--- src/rtl/dgt_divider.sv ---
`timescale 1ns / 1ps
`default_nettype none
// Restoring divider, one quotient bit per cycle. 32-bit dividend, 16-bit divisor.
module dgt_divider (
    input  wire logic        i_clk,
    input  wire logic        i_rst_n,
    input  wire logic        i_start,
    input  wire logic [31:0] i_num,
    input  wire logic [15:0] i_den,
    output logic             o_busy,
    output logic [31:0]      o_quot
);
    logic [31:0] r_q, n_q;
    logic [16:0] r_rem, n_rem;
    logic [15:0] r_den;
    logic [5:0]  r_cnt;
    logic [16:0] t_sh;

    always_comb begin
        t_sh  = {r_rem[15:0], r_q[31]};
        n_q   = {r_q[30:0], 1'b0};
        n_rem = t_sh;
        if (t_sh >= {1'b0, r_den}) begin
            n_rem = t_sh - {1'b0, r_den};
            n_q[0] = 1'b1;
        end
    end

    always_ff @(posedge i_clk) begin
        if (!i_rst_n) begin
            r_cnt <= '0;
        end else if (i_start) begin
            r_cnt <= 6'd32;
            r_q   <= i_num;
            r_rem <= '0;
            r_den <= i_den;
        end else if (r_cnt != 0) begin
            r_cnt <= r_cnt - 6'd1;
            r_q   <= n_q;
            r_rem <= n_rem;
        end
    end

    assign o_busy = (r_cnt != 0) || i_start;
    assign o_quot = r_q;
endmodule
`default_nettype wire

--- config.mk ---
export PLATFORM = sky130hd
export DESIGN_NAME = dgt_divider
export DESIGN_NICKNAME = d
export VERILOG_FILES = /design/src/rtl/dgt_divider.sv
export SDC_FILE = /design/constraint.sdc
export NUM_CORES = 1
export LEC_CHECK = 0
export BUFFER_PORTS_ARGS = -buffer_cell sky130_fd_sc_hd__buf_2
export CAP_MARGIN = 20
export CORE_MARGIN = 1
export CORE_UTILIZATION = 54
export DETAILED_ROUTE_END_ITERATION = 16
export PLACE_DENSITY = 0.8
export REMOVE_ABC_BUFFERS = 1
export SETUP_SLACK_MARGIN = 0.1
export SLEW_MARGIN = 5
export SYNTH_ARGS = -nofsm -noshare
export SYNTH_HDL_FRONTEND = slang
export SYNTH_SLANG_ARGS = --single-unit
--- constraint.sdc ---
create_clock -name i_clk -period 5.6 [get_ports i_clk]
set_input_delay 1.68 -clock i_clk [delete_from_list [all_inputs] [get_ports i_clk]]
set_output_delay 1.68 -clock i_clk [all_outputs]
set_load 0.02 [all_outputs]
==> qor.yml <==
ys_types: 48
cts_max_path_buffers: 2
cts_buffers: 9
synthFlopType: "edfxtp_1"
multi_input_area_um2: 1560
syn_inst: 297
syn_area_um2: 3730
routed_wl_mm: 7.35
fp.dieH_um: 85.1
ys_ff_latch: 70
grtUsageTotal_pct: 22.3
io_buffers: 83
antenna_cells: 0
start_util_pct: 57.4
final_cell_mix: "buf_2 (83), edfxtp_1 (64), mux2_2 (33)"
cap_violations: 0
antenna_left: 0
vias_per_cell: 5.54
timing.final.crit_share_pct: 69.3
hpwl_mm: 5.10
grt_pass1_vias: 2683
syn_area_per_cell_um2: 12.5
period_needed_ns: 3.88
grt_pass1_wl_mm: 12.4
synthArstFlopShare_pct: 0
finalNetCount: 454
slew_headroom_pct: 45.1
num_vias: 2585
crit_path_end_kind: "output pin"
finalWorstSetupSlack_ns: 1.72
post-cts-setup-buffers: 0
grt_setup_unrepaired: "no"
ir_drop_mv: 0.236
register_area_um2: 2040
synth_edf_count: 64
fin_setup_tns_ns: 0
p_leak_nw: 1.88
post-route-drc-count: 0
outcome: "finished, final reports clean"
yosys_warnings: 0
fin_skew_ns: 0.00780
dp_slack_ns: 1.72
clk_root_buffer_cell: "clkbuf_8"
final_max_slew_viol_count: 0
required_ns: 3.92
arrival_ns: 2.20
grt_max_degree: 49
ios: 84
power_density_nw_per_um2: 397
place_congestion: 0.864
cts_tree: "built"
antenna_found_initial: 0
dieArea_um2: 7240
htreeDepth: 3
hp-class: "reg -> reg"
first_pass_iters: 4
grt_overflow: 0
startpoint_type: "input port"
worstPathMaxFanout: 5
clkLatencyLatePin_ns: 0.34
rows: 29
max_freq_mhz: 258
drive_gt1_share_pct: 38.5
drt_iter0_markers: 116
worst_slew_pin_slew_ns: 0.824
cts-resized-gates: 0
setup_viol: 0
nFillCells: 460
layout_commonest_cell: "buf_2"
numClockSinks: 70
utilization_pct: 68.9
die_x_um: 85.1
area_growth_pct: 20.1
wl_per_cell_um: 15.7
crit_type: "in -> out"
clk_pin_slew_ns: 0.08
ys_seq_area_share_pct: 54.8
core_area_um2: 6490
finalHoldViolCount: 0
postCtsHoldBufs: 0
[final timing paths]
check                                               end  cells past startpoint             startpoint  slack, ns
worst max-delay path                             o_busy                      4                i_start       1.72
worst min-delay path              r_cnt[4]$_SDFFE_PP0P_                      2  r_cnt[5]$_SDFFE_PN0N_       0.50
worst min register to register    r_cnt[4]$_SDFFE_PP0P_                      2  r_cnt[5]$_SDFFE_PN0N_       0.50
worst max register to register  r_rem[14]$_SDFFCE_PP0P_                     11   o_quot[31]$_DFFE_PP_       2.57
[state kept, by name (all words and copies together), names as in the netlist]
name and flops:
o_quot 32, r_den 16, r_rem 16, r_cnt 6
[cells by family (layout without fill, tap and decap cells)]
family          Yosys count  count (layout)  synth area share (%)
mux                      44              44                  12.9
xor+xnor                 14              14                  3.29
flops                    70              70                  54.8
fa+ha+maj                18              18                  6.25
compound gates           61              61                  11.6
simple gates             59              59                  7.56
buf+inv                  31             124                  3.59
[per-stage QoR]
step	instances	hold slack [ns]	power (mW)	instance area, µm²
final	467	0.497	1.78	4480
after global routing	467	0.524	1.88	4480
after CTS	466	0.499	1.78	4460
after detailed placement	450	0.487	1.29	4210
after global placement	450	0.474	1.27	4210
after floorplan	288	0.459	1.14	3670
[synthesized netlist by cell type, drive strengths merged, types with 3 or more instances]
| library cell | n | share of area, % |
|---|---|---|
| xnor2 | 14 | 3.3 |
| ha | 17 | 5.7 |
| mux2i | 11 | 3.0 |
| dfxtp | 6 | 3.2 |
| nor3 | 5 | 0.67 |
| a21oi | 19 | 2.7 |
| a21o | 5 | 1.0 |
| o21ai | 10 | 1.3 |
| clkbuf | 6 | 0.67 |
| inv | 22 | 2.2 |
| edfxtp | 64 | 52 |
| a31oi | 5 | 1.0 |
| a211oi | 8 | 2.3 |
| nand2 | 11 | 1.1 |
| nor2 | 27 | 2.8 |
| buf | 3 | 0.71 |
| mux2 | 33 | 10 |
| and2 | 3 | 0.50 |
| o21a | 5 | 1.0 |
[worst max-delay path: stages]
cell     delay (ns)
buf_2          0.11
inv_1          0.14
nand2_1        0.08
buf_2          0.19
[layout make-up]
type,count,area share (%)
Clock buffer,9,2.77
Clock inverter,7,2.71
Inverter,22,1.84
Multi-Input combinational cell,196,34.9
Sequential cell,70,45.6
Tap cell,77,2.15
Timing Repair Buffer,86,10.1
[where the power goes]
group	switching, mW	internal, mW
clock	0.196	0.298
combinational	0.328	0.247
sequential	0.0397	0.671
[routing by layer]
layer / wire length (µm) / global-route usage [%]
met1: 3160 / 27.6
met2: 3660 / 37.6
met3: 402 / 5.74
met4: 125 / 8.32
met5: 0 / 0
No activity file was read; power rests on OpenSTA's default activity.
